**config.mk**
```make
export PLATFORM = sky130hd
export DESIGN_NAME = word_hash_mod_prime_core
export DESIGN_NICKNAME = d
export VERILOG_FILES = /design/src/rtl/whmp_pkg.sv /design/src/rtl/whmp_cmd_fifo.sv /design/src/rtl/whmp_front.sv /design/src/rtl/whmp_back.sv /design/src/rtl/word_hash_mod_prime_core.sv
export VERILOG_INCLUDE_DIRS = /design/src /design/src/rtl
export SDC_FILE = /design/constraint.sdc
export NUM_CORES = 1
export LEC_CHECK = 0
export BUFFER_PORTS_ARGS = -buffer_cell sky130_fd_sc_hd__buf_2
export CAP_MARGIN = 20
export CELL_PAD_IN_SITES_DETAIL_PLACEMENT = 0
export CELL_PAD_IN_SITES_GLOBAL_PLACEMENT = 2
export CORE_ASPECT_RATIO = 0.5
export CORE_MARGIN = 8
export CORE_UTILIZATION = 41
export CTS_BUF_LIST = sky130_fd_sc_hd__clkbuf_4
export DETAILED_ROUTE_END_ITERATION = 8
export PLACE_DENSITY = 0.91
export SLEW_MARGIN = 30
export SYNTH_ARGS = -nofsm -noshare
export SYNTH_HDL_FRONTEND = slang
export SYNTH_SLANG_ARGS = --single-unit
```
**constraint.sdc**
```tcl
create_clock -name clk -period 6.26 [get_ports clk]
set_input_delay 0.939 -clock clk [delete_from_list [all_inputs] [get_ports clk]]
set_output_delay 0.939 -clock clk [all_outputs]
set_load 0.005 [all_outputs]
```
**src/rtl/word_hash_mod_prime_core_assert.svh**
```systemverilog
// ----------------------------------------------------------------------------
// Assertion macros for the word hash core
// Concurrent checks, compiled out when SYNTH is defined.
// ----------------------------------------------------------------------------
`ifndef WORD_HASH_MOD_PRIME_CORE_ASSERT_SVH
`define WORD_HASH_MOD_PRIME_CORE_ASSERT_SVH

`ifndef SYNTH

`define WHMP_ASSERT_IMP(label, clk, rst_n, ante, cons) \
	label: assert property (@(posedge clk) disable iff (!rst_n) (ante) |-> (cons)) \
		else $error("whmp: same-cycle check failed");

`define WHMP_ASSERT_NEXT(label, clk, rst_n, ante, cons) \
	label: assert property (@(posedge clk) disable iff (!rst_n) (ante) |=> (cons)) \
		else $error("whmp: next-cycle check failed");

`else

`define WHMP_ASSERT_IMP(label, clk, rst_n, ante, cons)

`define WHMP_ASSERT_NEXT(label, clk, rst_n, ante, cons)

`endif

`endif

```
**src/rtl/whmp_pkg.sv**
```systemverilog
// ----------------------------------------------------------------------------
// whmp_pkg
// Shared types, constants and the character code table of the word hash core.
// ----------------------------------------------------------------------------
`default_nettype none

package whmp_pkg;

	localparam int HASH_WIDTH_DEFAULT = 27;
	localparam int MAX_CHARS_DEFAULT  = 30;
	localparam int CMD_DEPTH          = 2;

	localparam logic [63:0] MODULUS_RESET = 64'd134217689;

	localparam logic [7:0] NO_CODE = 8'hFF;
	localparam logic [6:0] CHAR_BASE = 7'd32;

	// Printable characters (code point minus the base) to 6-bit codes.
	localparam logic [7:0] CODE_TABLE [0:95] = '{
		8'hFF, 8'hFF, 8'hFF, 8'hFF, 8'hFF, 8'hFF, 8'd0,  8'd31,
		8'hFF, 8'hFF, 8'hFF, 8'hFF, 8'hFF, 8'hFF, 8'hFF, 8'hFF,
		8'd2,  8'd25, 8'd20, 8'd35, 8'd54, 8'd61, 8'd40, 8'd39,
		8'd42, 8'd33, 8'hFF, 8'hFF, 8'hFF, 8'hFF, 8'hFF, 8'hFF,
		8'hFF, 8'd60, 8'd43, 8'd30, 8'd5,  8'd16, 8'd47, 8'd18,
		8'd41, 8'd36, 8'd51, 8'd6,  8'd13, 8'd56, 8'd55, 8'd58,
		8'd49, 8'd12, 8'd59, 8'd46, 8'd21, 8'd32, 8'd63, 8'd34,
		8'd57, 8'd52, 8'd3,  8'hFF, 8'hFF, 8'hFF, 8'hFF, 8'hFF,
		8'hFF, 8'd22, 8'd29, 8'd8,  8'd7,  8'd10, 8'd1,  8'd28,
		8'd11, 8'd62, 8'd37, 8'd48, 8'd15, 8'd50, 8'd9,  8'd4,
		8'd19, 8'd38, 8'd45, 8'd24, 8'd23, 8'd26, 8'd17, 8'd44,
		8'd27, 8'd14, 8'd53, 8'hFF, 8'hFF, 8'hFF, 8'hFF, 8'hFF
	};

	typedef struct packed {
		logic       valid;
		logic [5:0] code;
	} code_t;

	// One command from the front end to the arithmetic back end.
	typedef struct packed {
		logic       is_end;
		logic       trash;
		logic       last;
		logic [5:0] code;
	} cmd_t;

	function automatic code_t code_lookup(input logic [6:0] c);
		logic [6:0] idx;
		logic [7:0] entry;
		code_t      r;
		idx   = c - CHAR_BASE;
		entry = CODE_TABLE[idx];
		r.valid = (c >= CHAR_BASE) && (entry != NO_CODE);
		r.code  = entry[5:0];
		return r;
	endfunction

endpackage

`default_nettype wire

```
**src/rtl/whmp_cmd_fifo.sv**
```systemverilog
// ----------------------------------------------------------------------------
// whmp_cmd_fifo
// Small command queue between the classifying front end and the back end.
// ----------------------------------------------------------------------------
`default_nettype none

module whmp_cmd_fifo #(
	parameter int DEPTH = whmp_pkg::CMD_DEPTH
) (
	input  logic            clk,
	input  logic            arst_n,
	input  logic            wr_en,
	input  whmp_pkg::cmd_t  wr_data,
	output logic            full,
	input  logic            rd_en,
	output whmp_pkg::cmd_t  rd_data,
	output logic            empty
);
	import whmp_pkg::*;

	localparam int PW = $clog2(DEPTH);
	localparam int CW = $clog2(DEPTH + 1);

	cmd_t          mem_q [DEPTH];
	logic [PW-1:0] wr_ptr_q;
	logic [PW-1:0] rd_ptr_q;
	logic [CW-1:0] count_q;
	logic          do_wr;
	logic          do_rd;

	assign full    = (count_q == CW'(DEPTH));
	assign empty   = (count_q == '0);
	assign do_wr   = wr_en && !full;
	assign do_rd   = rd_en && !empty;
	assign rd_data = mem_q[rd_ptr_q];

	always_ff @(posedge clk or negedge arst_n) begin
		if (!arst_n) begin
			wr_ptr_q <= '0;
			rd_ptr_q <= '0;
			count_q  <= '0;
		end else begin
			if (do_wr) begin
				wr_ptr_q <= (wr_ptr_q == PW'(DEPTH - 1)) ? '0 : wr_ptr_q + PW'(1);
			end
			if (do_rd) begin
				rd_ptr_q <= (rd_ptr_q == PW'(DEPTH - 1)) ? '0 : rd_ptr_q + PW'(1);
			end
			if (do_wr && !do_rd) begin
				count_q <= count_q + CW'(1);
			end else if (do_rd && !do_wr) begin
				count_q <= count_q - CW'(1);
			end
		end
	end

	always_ff @(posedge clk) begin
		if (do_wr) begin
			mem_q[wr_ptr_q] <= wr_data;
		end
	end

endmodule

`default_nettype wire

```
**src/rtl/whmp_front.sv**
```systemverilog
// ----------------------------------------------------------------------------
// whmp_front
// Takes bytes, classifies them and tracks length and validity of the word.
// ----------------------------------------------------------------------------
`default_nettype none
`include "word_hash_mod_prime_core_assert.svh"

module whmp_front #(
	parameter int MAX_CHARS = whmp_pkg::MAX_CHARS_DEFAULT
) (
	input  logic            clk,
	input  logic            arst_n,
	input  logic            push,
	input  logic [7:0]      character,
	output logic            full,
	input  logic            q_full,
	output logic            q_push,
	output whmp_pkg::cmd_t  q_data
);
	import whmp_pkg::*;

	localparam int CW = $clog2(MAX_CHARS + 1);

	logic [CW-1:0] count_q;
	logic          trash_q;
	logic          accept;
	logic [6:0]    c7;
	logic          is_end;
	logic          is_bad;
	code_t         lk;

	assign full   = q_full;
	assign accept = push && !q_full;
	assign c7     = character[6:0];
	assign is_end = (c7 == '0);
	assign lk     = code_lookup(c7);
	assign is_bad = !lk.valid || (count_q >= CW'(MAX_CHARS));

	// Characters after a bad one are dropped until the word ends.
	assign q_push = accept && (is_end || (!trash_q && !is_bad));

	always_comb begin
		q_data.is_end = is_end;
		q_data.trash  = trash_q;
		q_data.last   = (count_q == CW'(MAX_CHARS - 1));
		q_data.code   = lk.code;
	end

	always_ff @(posedge clk or negedge arst_n) begin
		if (!arst_n) begin
			count_q <= '0;
			trash_q <= 1'b0;
		end else if (accept) begin
			if (is_end) begin
				count_q <= '0;
				trash_q <= 1'b0;
			end else if (!trash_q) begin
				if (is_bad) begin
					trash_q <= 1'b1;
				end else begin
					count_q <= count_q + CW'(1);
				end
			end
		end
	end

	`WHMP_ASSERT_IMP(a_trash_drops, clk, arst_n, trash_q && accept && !is_end, !q_push)
	`WHMP_ASSERT_IMP(a_count_bound, clk, arst_n, 1'b1, count_q <= CW'(MAX_CHARS))

endmodule

`default_nettype wire

```
**src/rtl/whmp_back.sv**
```systemverilog
// ----------------------------------------------------------------------------
// whmp_back
// Runs the modular arithmetic of each command with compare-subtract steps.
// ----------------------------------------------------------------------------
`default_nettype none
`include "word_hash_mod_prime_core_assert.svh"

module whmp_back #(
	parameter int HASH_WIDTH = whmp_pkg::HASH_WIDTH_DEFAULT
) (
	input  logic                  clk,
	input  logic                  arst_n,
	input  logic [HASH_WIDTH-1:0] modulus,
	input  whmp_pkg::cmd_t        cmd,
	input  logic                  cmd_valid,
	output logic                  cmd_pop,
	output logic                  res_valid,
	input  logic                  res_ready,
	output logic [HASH_WIDTH-1:0] res_hash,
	output logic                  res_unhashable
);
	import whmp_pkg::*;

	localparam int TW = HASH_WIDTH + 4;
	localparam int BW = $clog2(HASH_WIDTH);
	localparam logic [HASH_WIDTH-1:0] FIRST_WEIGHT = HASH_WIDTH'(1) << (HASH_WIDTH - 8);

	typedef enum logic [6:0] {
		ST_IDLE = 7'b0000001,
		ST_PRE  = 7'b0000010,
		ST_LOAD = 7'b0000100,
		ST_W2   = 7'b0001000,
		ST_SUM  = 7'b0010000,
		ST_RED  = 7'b0100000,
		ST_OUT  = 7'b1000000
	} state_t;

	state_t                state_q;
	cmd_t                  cmd_q;
	logic [HASH_WIDTH-1:0] acc_q;
	logic [HASH_WIDTH-1:0] wgt_q;
	logic [TW-1:0]         ta_q;
	logic [TW-1:0]         tb_q;
	logic [BW-1:0]         bit_q;
	logic [1:0]            step_q;

	logic [HASH_WIDTH:0]   m_eff;
	logic [TW-1:0]         m_sh;
	logic [TW-1:0]         ta_red;
	logic [TW-1:0]         tb_red;
	logic [HASH_WIDTH:0]   ra_sh;
	logic [HASH_WIDTH:0]   rb_sh;
	logic [HASH_WIDTH:0]   ra_new;
	logic [HASH_WIDTH:0]   rb_new;
	logic                  need_pre;
	logic [TW-1:0]         sum;
	logic [HASH_WIDTH-1:0] w2;

	// A zero modulus register stands for two to the hash width.
	assign m_eff = {modulus == '0, modulus};
	assign m_sh  = TW'(m_eff) << step_q;

	assign ta_red = (ta_q >= m_sh) ? ta_q - m_sh : ta_q;
	assign tb_red = (tb_q >= m_sh) ? tb_q - m_sh : tb_q;

	// Restoring remainder, one bit of accumulator and weight per cycle.
	assign ra_sh  = {ta_q[HASH_WIDTH-1:0], acc_q[bit_q]};
	assign rb_sh  = {tb_q[HASH_WIDTH-1:0], wgt_q[bit_q]};
	assign ra_new = (ra_sh >= m_eff) ? ra_sh - m_eff : ra_sh;
	assign rb_new = (rb_sh >= m_eff) ? rb_sh - m_eff : rb_sh;

	assign need_pre = ({1'b0, acc_q} >= m_eff) || ({1'b0, wgt_q} >= m_eff);

	assign w2  = ta_q[HASH_WIDTH-1:0];
	assign sum = TW'(acc_q) + TW'(wgt_q) * TW'(cmd_q.code[2:0])
		+ TW'(w2) * TW'(cmd_q.code[5:3]);

	assign cmd_pop        = (state_q == ST_IDLE) && cmd_valid;
	assign res_valid      = (state_q == ST_OUT);
	assign res_hash       = cmd_q.trash ? '1 : acc_q;
	assign res_unhashable = cmd_q.trash;

	always_ff @(posedge clk or negedge arst_n) begin
		if (!arst_n) begin
			state_q <= ST_IDLE;
			cmd_q   <= '0;
			acc_q   <= '0;
			wgt_q   <= FIRST_WEIGHT;
			ta_q    <= '0;
			tb_q    <= '0;
			bit_q   <= '0;
			step_q  <= '0;
		end else begin
			unique case (state_q)
				ST_IDLE: begin
					if (cmd_valid) begin
						cmd_q <= cmd;
						if (cmd.is_end && cmd.trash) begin
							state_q <= ST_OUT;
						end else if (need_pre) begin
							ta_q    <= '0;
							tb_q    <= '0;
							bit_q   <= BW'(HASH_WIDTH - 1);
							state_q <= ST_PRE;
						end else begin
							state_q <= ST_LOAD;
						end
					end
				end
				ST_PRE: begin
					ta_q  <= TW'(ra_new[HASH_WIDTH-1:0]);
					tb_q  <= TW'(rb_new[HASH_WIDTH-1:0]);
					bit_q <= bit_q - BW'(1);
					if (bit_q == '0) begin
						acc_q   <= ra_new[HASH_WIDTH-1:0];
						wgt_q   <= rb_new[HASH_WIDTH-1:0];
						state_q <= ST_LOAD;
					end
				end
				ST_LOAD: begin
					if (cmd_q.is_end) begin
						state_q <= ST_OUT;
					end else begin
						ta_q    <= TW'(wgt_q) << 3;
						step_q  <= 2'd3;
						state_q <= ST_W2;
					end
				end
				ST_W2: begin
					step_q <= step_q - 2'd1;
					if (step_q == '0) begin
						// The last allowed character gives its high half no weight.
						ta_q    <= cmd_q.last ? '0 : ta_red;
						state_q <= ST_SUM;
					end else begin
						ta_q <= ta_red;
					end
				end
				ST_SUM: begin
					tb_q    <= sum;
					ta_q    <= TW'(w2) << 3;
					step_q  <= 2'd3;
					state_q <= ST_RED;
				end
				ST_RED: begin
					ta_q   <= ta_red;
					tb_q   <= tb_red;
					step_q <= step_q - 2'd1;
					if (step_q == '0) begin
						acc_q   <= tb_red[HASH_WIDTH-1:0];
						wgt_q   <= ta_red[HASH_WIDTH-1:0];
						state_q <= ST_IDLE;
					end
				end
				ST_OUT: begin
					if (res_ready) begin
						acc_q   <= '0;
						wgt_q   <= FIRST_WEIGHT;
						state_q <= ST_IDLE;
					end
				end
				default: begin
					state_q <= ST_IDLE;
				end
			endcase
		end
	end

	`WHMP_ASSERT_NEXT(a_out_clears, clk, arst_n, res_valid && res_ready,
		state_q == ST_IDLE && acc_q == '0 && wgt_q == FIRST_WEIGHT)
	`WHMP_ASSERT_IMP(a_sum_after_w2, clk, arst_n, state_q == ST_SUM,
		$past(state_q == ST_W2))

endmodule

`default_nettype wire

```
**src/rtl/word_hash_mod_prime_core.sv**
```systemverilog
// A character passes through the arithmetic back end as queue pop, setup,
// four compare-subtract steps for the next weight, one sum and four reduction steps.
// An ending byte goes from the queue pop through setup (skipped when poisoned) to output;
// a bitwise pre-reduction runs first if a modulus change left stored values not below it.
// Bytes are taken every cycle while the 2-entry command queue has room.
// Reset (arst_n low) clears the word state at once and loads the reset modulus.
// ----------------------------------------------------------------------------
// word_hash_mod_prime_core
// Modular polynomial hash of a byte stream, one hash word per ending byte.
// ----------------------------------------------------------------------------
`default_nettype none
`include "word_hash_mod_prime_core_assert.svh"

module word_hash_mod_prime_core #(
	parameter int HASH_WIDTH = whmp_pkg::HASH_WIDTH_DEFAULT,
	parameter int MAX_CHARS  = whmp_pkg::MAX_CHARS_DEFAULT
) (
	input  logic                  clk,
	input  logic                  arst_n,
	input  logic                  modulus_we,
	input  logic [HASH_WIDTH-1:0] modulus_wdata,
	input  logic                  push,
	output logic                  full,
	input  logic [7:0]            character,
	output logic                  empty,
	input  logic                  pop,
	output logic [HASH_WIDTH-1:0] hash_value,
	output logic                  unhashable
);
	import whmp_pkg::*;

	logic [HASH_WIDTH-1:0] modulus_q;
	logic                  q_full;
	logic                  q_push;
	cmd_t                  q_wdata;
	cmd_t                  q_rdata;
	logic                  q_empty;
	logic                  q_pop;
	logic                  res_valid;
	logic                  res_ready;
	logic [HASH_WIDTH-1:0] res_hash;
	logic                  res_unhashable;
	logic                  out_valid_q;
	logic [HASH_WIDTH-1:0] hash_q;
	logic                  unh_q;

	always_ff @(posedge clk or negedge arst_n) begin
		if (!arst_n) begin
			modulus_q <= MODULUS_RESET[HASH_WIDTH-1:0];
		end else if (modulus_we) begin
			modulus_q <= modulus_wdata;
		end
	end

	whmp_front #(
		.MAX_CHARS(MAX_CHARS)
	) u_front (
		.clk      (clk),
		.arst_n   (arst_n),
		.push     (push),
		.character(character),
		.full     (full),
		.q_full   (q_full),
		.q_push   (q_push),
		.q_data   (q_wdata)
	);

	whmp_cmd_fifo #(
		.DEPTH(CMD_DEPTH)
	) u_fifo (
		.clk    (clk),
		.arst_n (arst_n),
		.wr_en  (q_push),
		.wr_data(q_wdata),
		.full   (q_full),
		.rd_en  (q_pop),
		.rd_data(q_rdata),
		.empty  (q_empty)
	);

	whmp_back #(
		.HASH_WIDTH(HASH_WIDTH)
	) u_back (
		.clk           (clk),
		.arst_n        (arst_n),
		.modulus       (modulus_q),
		.cmd           (q_rdata),
		.cmd_valid     (!q_empty),
		.cmd_pop       (q_pop),
		.res_valid     (res_valid),
		.res_ready     (res_ready),
		.res_hash      (res_hash),
		.res_unhashable(res_unhashable)
	);

	// Output word register; it refills in the same cycle it is popped.
	assign res_ready  = !out_valid_q || pop;
	assign empty      = !out_valid_q;
	assign hash_value = hash_q;
	assign unhashable = unh_q;

	always_ff @(posedge clk or negedge arst_n) begin
		if (!arst_n) begin
			out_valid_q <= 1'b0;
			hash_q      <= '0;
			unh_q       <= 1'b0;
		end else begin
			if (res_valid && res_ready) begin
				out_valid_q <= 1'b1;
				hash_q      <= res_hash;
				unh_q       <= res_unhashable;
			end else if (pop) begin
				out_valid_q <= 1'b0;
			end
		end
	end

	`WHMP_ASSERT_NEXT(a_out_loaded, clk, arst_n, res_valid && res_ready, out_valid_q)

endmodule

`default_nettype wire

```
### After elaboration in Yosys (flattened, before gate mapping)

Memories as Yosys holds them, arrays and structs flattened.
Cells that the tools add are included.

| storage, ports and cells | value |
|---|---|
| register bits after elaboration | 205 |
| bits in latches | 0 |
| RAM bits | 18 |
| ROM bits | 1024 |
| output and inout port bits | 30 |
| word-level logic and storage cells | 174 |
| memories kept | 2 |

| cells by class | value |
|---|---|
| add/subtract/negate cells | 14 |
| multipliers | 2 |
| divide/modulo/power cells | 0 |
| $lt $le $gt $ge | 10 |
| equality and inequality tests | 21 |
| shifts and indexed selects | 1 |
| muxes and demuxes | 56 |
| bitwise operators | 2 |
| reduce and logical (&&, ||, !) cells | 45 |

Memory list:

| name | words | width | rd ports | clocked after Yosys merged registers in | write ports | line | text |
|---|---|---|---|---|---|---|---|
| (no name shown) | 128 | 8 | 1 | 0 | 0 | whmp_pkg.sv:52 | `entry = CODE_TABLE[idx];` |
| u_fifo.mem_q | 2 | 9 | 1 | 0 | 1 | whmp_cmd_fifo.sv:24 | `cmd_t mem_q [DEPTH];` |

Operator list:

| operator | number |
|---|---|
| 2-to-1 mux 31 bit | 8 |
| 2-to-1 mux 27 bit | 9 |
| one-hot mux 31 bit (6 select lines) | 1 |
| one-hot mux 27 bit (3 select lines) | 2 |
| one-hot mux 31 bit (4 select lines) | 1 |
| greater-or-equal comparator 31 bit | 2 |
| subtractor 31 bit | 2 |
| multiplier 27 x 3 -> 30 bit | 2 |
| greater-or-equal comparator 27 x 28 -> 1 bit | 2 |
| greater-or-equal comparator 28 bit | 2 |
| subtractor 27 bit | 2 |
| 2-to-1 mux 7 bit | 7 |
| one-hot mux 7 bit (7 select lines) | 1 |
| adder 27 x 30 -> 31 bit | 1 |
| adder 31 x 30 -> 31 bit | 1 |
| << shifter 28 x 2 -> 31 bit | 1 |
| 2-to-1 mux 5 bit | 6 |
| logical NOT 27 bit | 1 |
| 2-to-1 mux 8 bit | 2 |
| AND reduction 5 bit | 3 |
| != test 2 x 1 -> 1 bit (second input constant) | 7 |
| AND reduction 4 bit | 3 |
| logical AND 1 bit | 11 |
| 2-to-1 mux 1 bit | 11 |
| other kinds (40) | 63 |

### Longest topological paths before layout

Gate-level depths: netlist of the first run.

| depth | value |
|---|---|
| depth after elaboration | 18 |
| depth in mapped cells | 21 |
| mapped depth without buffers | 19 |

### By module

A second synthesis of the first run with hierarchy kept.

| second synthesis, totals | value |
|---|---|
| cell total of the unflattened synthesis | 3039 |
| area total of the unflattened synthesis | 26765.7 µm² |

Modules (own cells, without submodules):

| module | instances | cells each | area an instance (µm²) | sequential area each (µm²) |
|---|---|---|---|---|
| whmp_back | 1 | 2678 | 22186.3 | 3480.8 |
| word_hash_mod_prime_core | 1 | 121 | 2212.1 | 1431.4 |
| whmp_front | 1 | 193 | 1521.5 | 150.1 |
| whmp_cmd_fifo | 1 | 47 | 845.8 | 640.6 |

### Worst setup path before layout of the first run

OpenSTA, ideal clock, no wires.

| path | value |
|---|---|
| kind | reg-to-reg |
| start point | register u_back.cmd_q[2] (netlist bit) |
| end point | register u_back.tb_q[25] |
| setup time | 138 ps |
| arrival time | 5119 ps |
| required time | 6122 ps |
| slack | 1002 ps |
| cell stages (with the launch flop) | 19 |
| path buffers | 1 |
| clock period less this slack | 5258 ps |
| cells stage by stage | dfrtp_1 clkbuf_1 and2_1 fa_1 fa_1 fa_1 inv_1 fa_1 inv_1 ha_1 nor2b_1 o31a_1 o311a_1 o221ai_1 o211a_1 o31ai_1 xnor2_1 nor2_1 or4_1 |

| between the ends | value |
|---|---|
| word-level cells in the longest chain between the ends | 4 |

RTL lines:

| what | line | text |
|---|---|---|
| from (decl) | whmp_back.sv:39 | `cmd_t cmd_q;` |
| from (signal assigned) | whmp_back.sv:97 | `cmd_q <= cmd;` |
| multiplier 27 x 3 -> 30 bit | whmp_back.sv:75 | `assign sum = TW'(acc_q) + TW'(wgt_q) * TW'(cmd_q.code[2:0])` |
| adder 27 x 30 -> 31 bit | whmp_back.sv:75 |  |
| adder 31 x 30 -> 31 bit | whmp_back.sv:76 | `+ TW'(w2) * TW'(cmd_q.code[5:3]);` |
| one-hot mux 31 bit (4 select lines) | whmp_back.sv:94 | `unique case (state_q)` |
| to (signal assigned) | whmp_back.sv:112 | `tb_q <= TW'(rb_new[HASH_WIDTH-1:0]);` |
| to (signal assigned) | whmp_back.sv:140 | `tb_q <= sum;` |
| to (signal assigned) | whmp_back.sv:147 | `tb_q <= tb_red;` |
| to (decl) | whmp_back.sv:43 | `logic [TW-1:0] tb_q;` |

Every way passes these cells.
A chain may end at the register's enable or synchronous reset.

### Worst setup path in the final report of the first run

| path | value |
|---|---|
| start point | register u_back.cmd_q[5] (netlist bit) |
| end point | register u_back.tb_q[25] |

| between the ends | value |
|---|---|
| word-level cells in the longest chain between the ends | 3 |

RTL lines:

| what | line |
|---|---|
| multiplier 27 x 3 -> 30 bit | whmp_back.sv:76 |
| adder 31 x 30 -> 31 bit | whmp_back.sv:76 |
| one-hot mux 31 bit (4 select lines) | whmp_back.sv:94 |

Every way passes these cells.

==> qor.txt, run 1 <==
outcome: completed
half-perimeter wire length after placement: 78900 um
total power draw: 18.9 mW
worst hold path type: input port to flop
count of endpoints failing hold in the final timing report: 0
WL/cell: 23.8 um
final std cells w/o fill: 4199
Die Height: 196 um
Post-Syn Instances: 3164
Max Buffers Root-to-Sink: 3
Layout Nets: 3671
Max stage delay on crit path: 580 ps
starting utilization of the core area: 0.413
critical path data required time: 7040 ps
endpoint class of the critical path: flop
share of the cycle needed by the critical path after routing: 0.949
GPL Wtd Cong: 0.954
worst slack after detailed placement: 330 ps
total overflow reported by the global router: 0
GRT Util Overall: 0.265
relative max-transition margin: 0.273
cell repeated most along the worst path: sky130_fd_sc_hd__fa_1
power per unit of standard cell area: 641 nW/um2
Hold Crit Endpoint: modulus_q[25]
final max-slew violation count: 0
core footprint: 64700 um2
Slowest-stage cell, CP: sky130_fd_sc_hd__fa_1
minimum setup slack in the final design: 317 ps
list of cells traversed by the critical path: buf_12 > and2_1 > fa_1 > inv_1 > fa_1 > fa_1 > fa_1 > fa_1 > nor2b_1 > o31a_1 > o311a_1 > o221ai_1 > buf_4 > o211a_1 > o31ai_1 > xnor2_1 > buf_4 > nor2_1 > or4_1
total setup violations reported at the end of the flow: 0
deepest level of the CTS H-tree: 2
number of I/O port buffers: 68
hold buffers post-CTS: 1
total of flip-flops plus latches after synthesis: 223
proportion of synthesized chip area in sequential cells: 0.214
setup repair after global routing missed its margin: false
Die Area: 74000 um2
clock period minus worst slack: 5940 ps
syn_nets: 3570
fraction of layout instances using a drive strength above 1: 0.124
Mean Syn Cell Area: 8.44 um2
vias in the first global route: 24300
clock skew: 50.4 ps
antenna violations before repair: 4
count of cells resized by post-cts repair: 0
Site Rows: 66
post-route ant nets: 0
startpoint kind of the worst setup timing path: flop
critical path start-end classification: flop to flop
total instance count after detailed placement: 4085
number of flops mapped to enable cells by yosys: 18
TritonCTS clock tree: done
final routed wirelength across all metal layers: 99900 um
CTS Buf Count: 61
worst-margin pin slew: 1090 ps
worst hold stages: 3
first-pass detailed-route iteration total: 6
total number of yosys warnings: 0
number of primary I/O pins: 70
capturing point of the worst reg2reg path: u_back.tb_q[25]
total clock sinks: 223
Max-cap violations: 0
slack of the worst reg-to-reg path: 320 ps
signal arrival time at the worst endpoint: 6730 ps
1st-iter DRT viols: 2710
Synth-to-Final Area Change: 10.2%
critical path peak fanout: 19
routed vias/inst: 6.02
combined area of all synthesized cells: 26700 um2
Distinct cells, synth: 101
vias post-DR: 25300
FFs w/ async S/R, synth: 0.919
top flip-flop cell by instance count after synthesis: sky130_fd_sc_hd__dfrtp_1
maximum number of pins on one net before global-route repair: 141
clock transition time at the flip-flop clock pins of the worst setup and hold paths: 80 ps
top cell family by delay on the critical path: adder cells
worst reg2reg startpoint: u_back.cmd_q[5]
setup TNS after final layout: 0 ps
DRC errors left: 0
maximum VDD drop: 0.535 mV
clock latency reported for the late side of the worst-skew pair: 910 ps
startpoint of the most critical hold path: modulus_wdata[25]
FMAX: 168 MHz
Pleak: 13.5 nW
buffers and inverters on the worst path: 4
depth of the most critical reg-to-reg path: 19
global-route wire length before repair: 152000 um
horizontal die dimension: 377 um
number of setup buffers added after CTS: 0
master cell of the clock root buffer: sky130_fd_sc_hd__clkbuf_4
## metal layers
layer | wire [um] | share of wire | GRT usage
met1 | 45200 | 0.45 | 0.378
met2 | 40600 | 0.41 | 0.382
met3 | 10300 | 0.10 | 0.0729
met4 | 3750 | 0.038 | 0.0969
met5 | 0 | 0 | 0
## logic make-up (layout without fill, tap and decap cells)
group | count (synthesis) | in the layout | share of synthesized area
simple gates | 1012 | 1012 | 0.186
xor+xnor | 115 | 115 | 0.0377
buf+inv | 417 | 564 | 0.0615
compound gates | 904 | 904 | 0.228
other cells | 0 | 4 | 0
fa+ha+maj | 366 | 366 | 0.209
mux | 127 | 127 | 0.0648
flops | 223 | 223 | 0.214
## power by group
part           total, mW  internal, mW  leakage (nW)  switching [mW]
clock network       1.43         0.666         0.455           0.766
logic               14.6          5.74          10.3            8.85
registers           2.84          1.96          2.72           0.880
total               18.9          8.37          13.5            10.5
## registers in the layout, indices dropped and copies added (netlist names)
name / cells
u_back.ta_q: 31
u_back.tb_q: 31
hash_value: 27
modulus_q: 27
u_back.acc_q: 27
u_back.wgt_q: 27
u_fifo.mem_q: 18
u_back.cmd_q: 8
u_back.state_q: 7
u_back.bit_q: 5
u_front.count_q: 5
u_back.step_q: 2
u_fifo.count_q: 2
out_valid_q: 1
u_back.res_unhashable: 1
u_fifo.rd_ptr_q: 1
u_fifo.wr_ptr_q: 1
u_front.trash_q: 1
unhashable: 1
## synthesized netlist by cell type, drive strengths merged, types with 36 or more instances
cell / count / area [um2]
a211oi: 36 / 280
a21o: 48 / 360
a21oi: 205 / 1030
a31oi: 45 / 282
and2: 145 / 907
buf: 43 / 238
clkbuf: 111 / 417
dfrtp: 179 / 4480
fa: 134 / 2680
ha: 232 / 2900
inv: 263 / 987
mux2i: 78 / 781
nand2: 269 / 1010
nand3: 53 / 270
nand4: 36 / 225
nor2: 283 / 1070
nor3: 53 / 265
o211ai: 37 / 278
o21a: 36 / 270
o21ai: 226 / 1140
xnor2: 67 / 587
xor2: 48 / 420
## tightest hold or removal path, delay by kind of cell
kind            cells  cell delay, ps
compound gates      1              60
simple gates        1              30
buf+inv             1              70
## placed cells by master (no fill, tap or decap), types with 35 or more instances in the layout
| cell | instances |
|---|---|
| sky130_fd_sc_hd__nor2_1 | 279 |
| sky130_fd_sc_hd__nand2_1 | 267 |
| sky130_fd_sc_hd__inv_1 | 263 |
| sky130_fd_sc_hd__ha_1 | 232 |
| sky130_fd_sc_hd__o21ai_0 | 208 |
| sky130_fd_sc_hd__a21oi_1 | 203 |
| sky130_fd_sc_hd__dfrtp_1 | 178 |
| sky130_fd_sc_hd__and2_1 | 144 |
| sky130_fd_sc_hd__fa_1 | 134 |
| sky130_fd_sc_hd__buf_4 | 112 |
| sky130_fd_sc_hd__clkbuf_4 | 85 |
| sky130_fd_sc_hd__mux2i_1 | 78 |
| sky130_fd_sc_hd__xnor2_1 | 67 |
| sky130_fd_sc_hd__buf_2 | 67 |
| sky130_fd_sc_hd__nor3_1 | 52 |
| sky130_fd_sc_hd__nand3_1 | 51 |
| sky130_fd_sc_hd__a21o_1 | 48 |
| sky130_fd_sc_hd__xor2_1 | 48 |
| sky130_fd_sc_hd__a31oi_1 | 45 |
| sky130_fd_sc_hd__o211ai_1 | 37 |
| sky130_fd_sc_hd__nand4_1 | 36 |
| sky130_fd_sc_hd__o21a_1 | 36 |
| sky130_fd_sc_hd__mux4_2 | 35 |
## how the worst max path moves through the flow
stage / startpoint / depth (start not counted) / slack, ps / endpoint
2_1_floorplan: u_back.cmd_q[2] / 18 / 1000 / u_back.tb_q[25]
3_3_place_gp: u_back.cmd_q[5] / 19 / 380 / u_back.tb_q[25]
3_5_place_dp: u_back.cmd_q[5] / 19 / 330 / u_back.tb_q[25]
4_1_cts: u_back.cmd_q[5] / 19 / 310 / u_back.tb_q[25]
5_1_grt: u_back.cmd_q[5] / 19 / 70 / u_back.tb_q[25]
6_report: u_back.cmd_q[5] / 19 / 320 / u_back.tb_q[25]
## per-stage QoR
step / hold slack, ps / utilization / instance area (um2)
floorplan: 450 / - / 26700
global placement: 469 / 0.443 / 28600
detailed placement: 493 / 0.443 / 28600
CTS: 174 / 0.455 / 29400
global route: 222 / 0.455 / 29400
finish: 238 / 0.455 / 29400
## cell type report
cell class	instances	area, um2
Fill cell	6380	35200
Multi-Input combinational cell	2524	19400
Sequential cell	223	5700
Timing Repair Buffer	192	1420
Tap cell	884	1110
Inverter	263	987
Clock buffer	85	638
Clock inverter	24	124
Antenna cell	4	10.0
Power figures use the tool's default switching activity.
==> inputs of run 2 (changes only) <==
Settings changed: CORE_ASPECT_RATIO 0.5 to unset, CORE_UTILIZATION 41 to 42, PLACE_DENSITY 0.91 to 0.92, SYNTH_HIERARCHICAL set to 1.
==> run 2 against run 1 <==
Effect of this change: die area is 2.7% lower; synthesized cell count is 4.0% lower; wire length is 4.4% lower; sequential power is 3% lower; count of clock-buffer cells in the layout is 10 higher; combinational power is 8% lower.
==> qor.txt, run 2 <==
outcome: completed
combined area of all synthesized cells: 26800 um2
final routed wirelength across all metal layers: 95600 um
Mean Syn Cell Area: 8.81 um2
GPL Wtd Cong: 1.03
1st-iter DRT viols: 2562
total of flip-flops plus latches after synthesis: 223
antenna violations before repair: 3
total instance count after detailed placement: 3868
proportion of synthesized chip area in sequential cells: 0.213
clock transition time at the flip-flop clock pins of the worst setup and hold paths: 80 ps
Slowest-stage cell, CP: sky130_fd_sc_hd__fa_1
global-route wire length before repair: 145000 um
syn_nets: 3443
share of the cycle needed by the critical path after routing: 0.941
starting utilization of the core area: 0.424
half-perimeter wire length after placement: 76600 um
number of I/O port buffers: 68
DRC errors left: 0
Site Rows: 92
worst hold margin: 190 ps
Synth area leaders: sky130_fd_sc_hd__dfrtp_1 (17%), sky130_fd_sc_hd__ha_1 (11%), sky130_fd_sc_hd__fa_1 (10%)
list of cells traversed by the critical path: and2_1 > fa_1 > fa_1 > fa_1 > inv_1 > fa_1 > inv_1 > ha_1 > nor2b_1 > o31a_1 > o31a_1 > o41a_1 > o21ai_0 > a21oi_1 > a221o_1 > a21oi_1 > xor2_1 > o21ai_0
post-synth top area cell: sky130_fd_sc_hd__dfrtp_1
FFs w/ async S/R, synth: 0.919
CTS Buf Count: 69
worst hold path type: input port to async pin
power per unit of standard cell area: 610 nW/um2
clock period minus worst slack: 5890 ps
deepest level of the CTS H-tree: 3
most common cell after layout, fill and taps aside: sky130_fd_sc_hd__inv_1
Max-cap violations: 0
post-route ant nets: 0
hold buffers post-CTS: 0
Max Buffers Root-to-Sink: 3
share of synthesized cell area in and, or, nand and nor gates: 0.157
count of cells resized by post-cts repair: 0
number of primary I/O pins: 70
horizontal die dimension: 268 um
GRT Util Overall: 0.262
Distinct cells, synth: 102
total overflow reported by the global router: 0
core footprint: 63100 um2
routed vias/inst: 6.14
top flip-flop cell by instance count after synthesis: sky130_fd_sc_hd__dfrtp_1
Layout Nets: 3497
endpoint class of the critical path: flop
fraction of layout instances using a drive strength above 1: 0.146
Synth-to-Final Area Change: 8.24%
total number of yosys warnings: 6
buffers and inverters on the worst path: 2
number of flops mapped to enable cells by yosys: 18
setup TNS after final layout: 0 ps
vias in the first global route: 24400
startpoint kind of the worst setup timing path: flop
clock latency reported for the late side of the worst-skew pair: 850 ps
total clock sinks: 223
worst-margin pin slew: 976 ps
Max stage delay on crit path: 540 ps
Non-Filler Cell Area, Final: 29000 um2
Pleak: 13.4 nW
FMAX: 170 MHz
clock skew: 51.5 ps
Post-Syn Instances: 3039
signal arrival time at the worst endpoint: 6560 ps
synthesized-area fraction occupied by ao, oa, aoi and oai cells: 0.223
maximum number of pins on one net before global-route repair: 113
vias post-DR: 24500
largest registers: u_back/ta_q (31), u_back/tb_q (31)
final max-slew violation count: 0
setup repair after global routing missed its margin: false
commonest cells in the synthesized netlist: sky130_fd_sc_hd__inv_1 (274), sky130_fd_sc_hd__ha_1 (230), sky130_fd_sc_hd__nand2_1 (202), sky130_fd_sc_hd__a21oi_1 (190), sky130_fd_sc_hd__o21ai_0 (186)
xor and xnor area share after synthesis: 0.0422
post-synthesis adder-cell area fraction: 0.208
Die Height: 268 um
TritonCTS clock tree: done
critical path start-end classification: flop to flop
critical path peak fanout: 7
total power draw: 17.7 mW
multiplexer share of the synthesized area: 0.0901
first-pass detailed-route iteration total: 9
WL/cell: 23.9 um
cell repeated most along the worst path: sky130_fd_sc_hd__fa_1
master cell of the clock root buffer: sky130_fd_sc_hd__clkbuf_4
relative max-transition margin: 0.345
Die Area: 72100 um2
largest family of logic cells by synthesized area: compound AO/OA/AOI/OAI gates
most common cell in the netlist: sky130_fd_sc_hd__inv_1
critical path data required time: 6930 ps
area share of the largest cell type after synthesis: 0.167
number of setup buffers added after CTS: 0
top cell family by delay on the critical path: adder cells
post-place instance area: 28100 um2
commonest cells after routing, fill and taps aside: sky130_fd_sc_hd__inv_1 (274), sky130_fd_sc_hd__ha_1 (230), sky130_fd_sc_hd__nand2_1 (201), sky130_fd_sc_hd__a21oi_1 (189), sky130_fd_sc_hd__o21ai_0 (185)
count of endpoints failing hold in the final timing report: 0
final std cells w/o fill: 3993
maximum VDD drop: 0.311 mV
total setup violations reported at the end of the flow: 0
-- run 2: changes by cell type after synthesis, moves of 23 or more --
cell                      delta
sky130_fd_sc_hd__or2_2      +26
sky130_fd_sc_hd__mux2_2     +44
sky130_fd_sc_hd__a21o_1     +32
sky130_fd_sc_hd__nand2_1    -67
sky130_fd_sc_hd__o21ai_0    -23
sky130_fd_sc_hd__nor2_1    -105
-- run 2: cells by family (layout without fill, tap and decap cells) --
group	Yosys count	count (layout)
xor gates and xnor gates	129	129
AOI/OAI and AO/OA	882	882
DFF	223	223
buffers and inverters	436	541
other	0	3
muxes	185	185
adders and majority gates	364	364
and+or+nand+nor	820	820
-- run 2: where the power goes --
group	switching [mW]	internal (mW)
Clock	0.769	0.720
Combinational	8.33	5.11
Sequential	0.816	1.93
-- run 2: final timing paths --
kind,start,endpoint,slack [ps],cells past startpoint
setup / recovery,u_back/wgt_q[2],u_back/tb_q[29],370,18
hold / removal,arst_n,u_back/ta_q[29],190,1
setup reg to reg,u_back/wgt_q[2],u_back/tb_q[29],370,18
hold reg to reg,u_fifo/wr_ptr_q,u_fifo/wr_ptr_q,500,1
max in group asynchronous,arst_n,u_back/wgt_q[22],4800,2
min in group clk,modulus_wdata[9],modulus_q[9],340,2
-- run 2: layout make-up --
type,count,area [um2]
antenna,3,7.51
clock buffer,95,713
clock inverter,27,148
fill,6211,34100
inverter,276,1040
multi-input combinational,2380,19300
sequential,223,5700
tap,846,1060
timing repair buffer,143,963
-- run 2: routing by layer --
layer,vias to the layer above,share of wire,GRT usage,routed length [um]
met5,-,0.00012,0,11
met4,2,0.030,0.0902,2890
li1,11100,-,-,-
met1,12100,0.45,0.377,43200
met2,1144,0.42,0.394,40600
met3,140,0.093,0.0443,8870
-- run 2: worst reg2reg max path, stage by stage, from the launching register on --
cell	delay [ps]
sky130_fd_sc_hd__dfrtp_1	500
sky130_fd_sc_hd__and2_1	230
sky130_fd_sc_hd__fa_1	480
sky130_fd_sc_hd__fa_1	510
sky130_fd_sc_hd__fa_1	540
sky130_fd_sc_hd__inv_1	50
sky130_fd_sc_hd__fa_1	490
sky130_fd_sc_hd__inv_1	40
sky130_fd_sc_hd__ha_1	340
sky130_fd_sc_hd__nor2b_1	160
sky130_fd_sc_hd__o31a_1	270
sky130_fd_sc_hd__o31a_1	330
sky130_fd_sc_hd__o41a_1	510
sky130_fd_sc_hd__o21ai_0	200
sky130_fd_sc_hd__a21oi_1	190
sky130_fd_sc_hd__a221o_1	360
sky130_fd_sc_hd__a21oi_1	190
sky130_fd_sc_hd__xor2_1	210
sky130_fd_sc_hd__o21ai_0	110
-- run 2: stage by stage --
| stage | worst slack [ps] | util |
|---|---|---|
| 3_3_place_gp | 343 | 0.445 |
| 3_5_place_dp | 254 | 0.445 |
| 6_report | 369 | 0.459 |
| 4_1_cts | 197 | 0.459 |
| 2_1_floorplan | 926 | - |
| 5_1_grt | 38.5 | 0.459 |
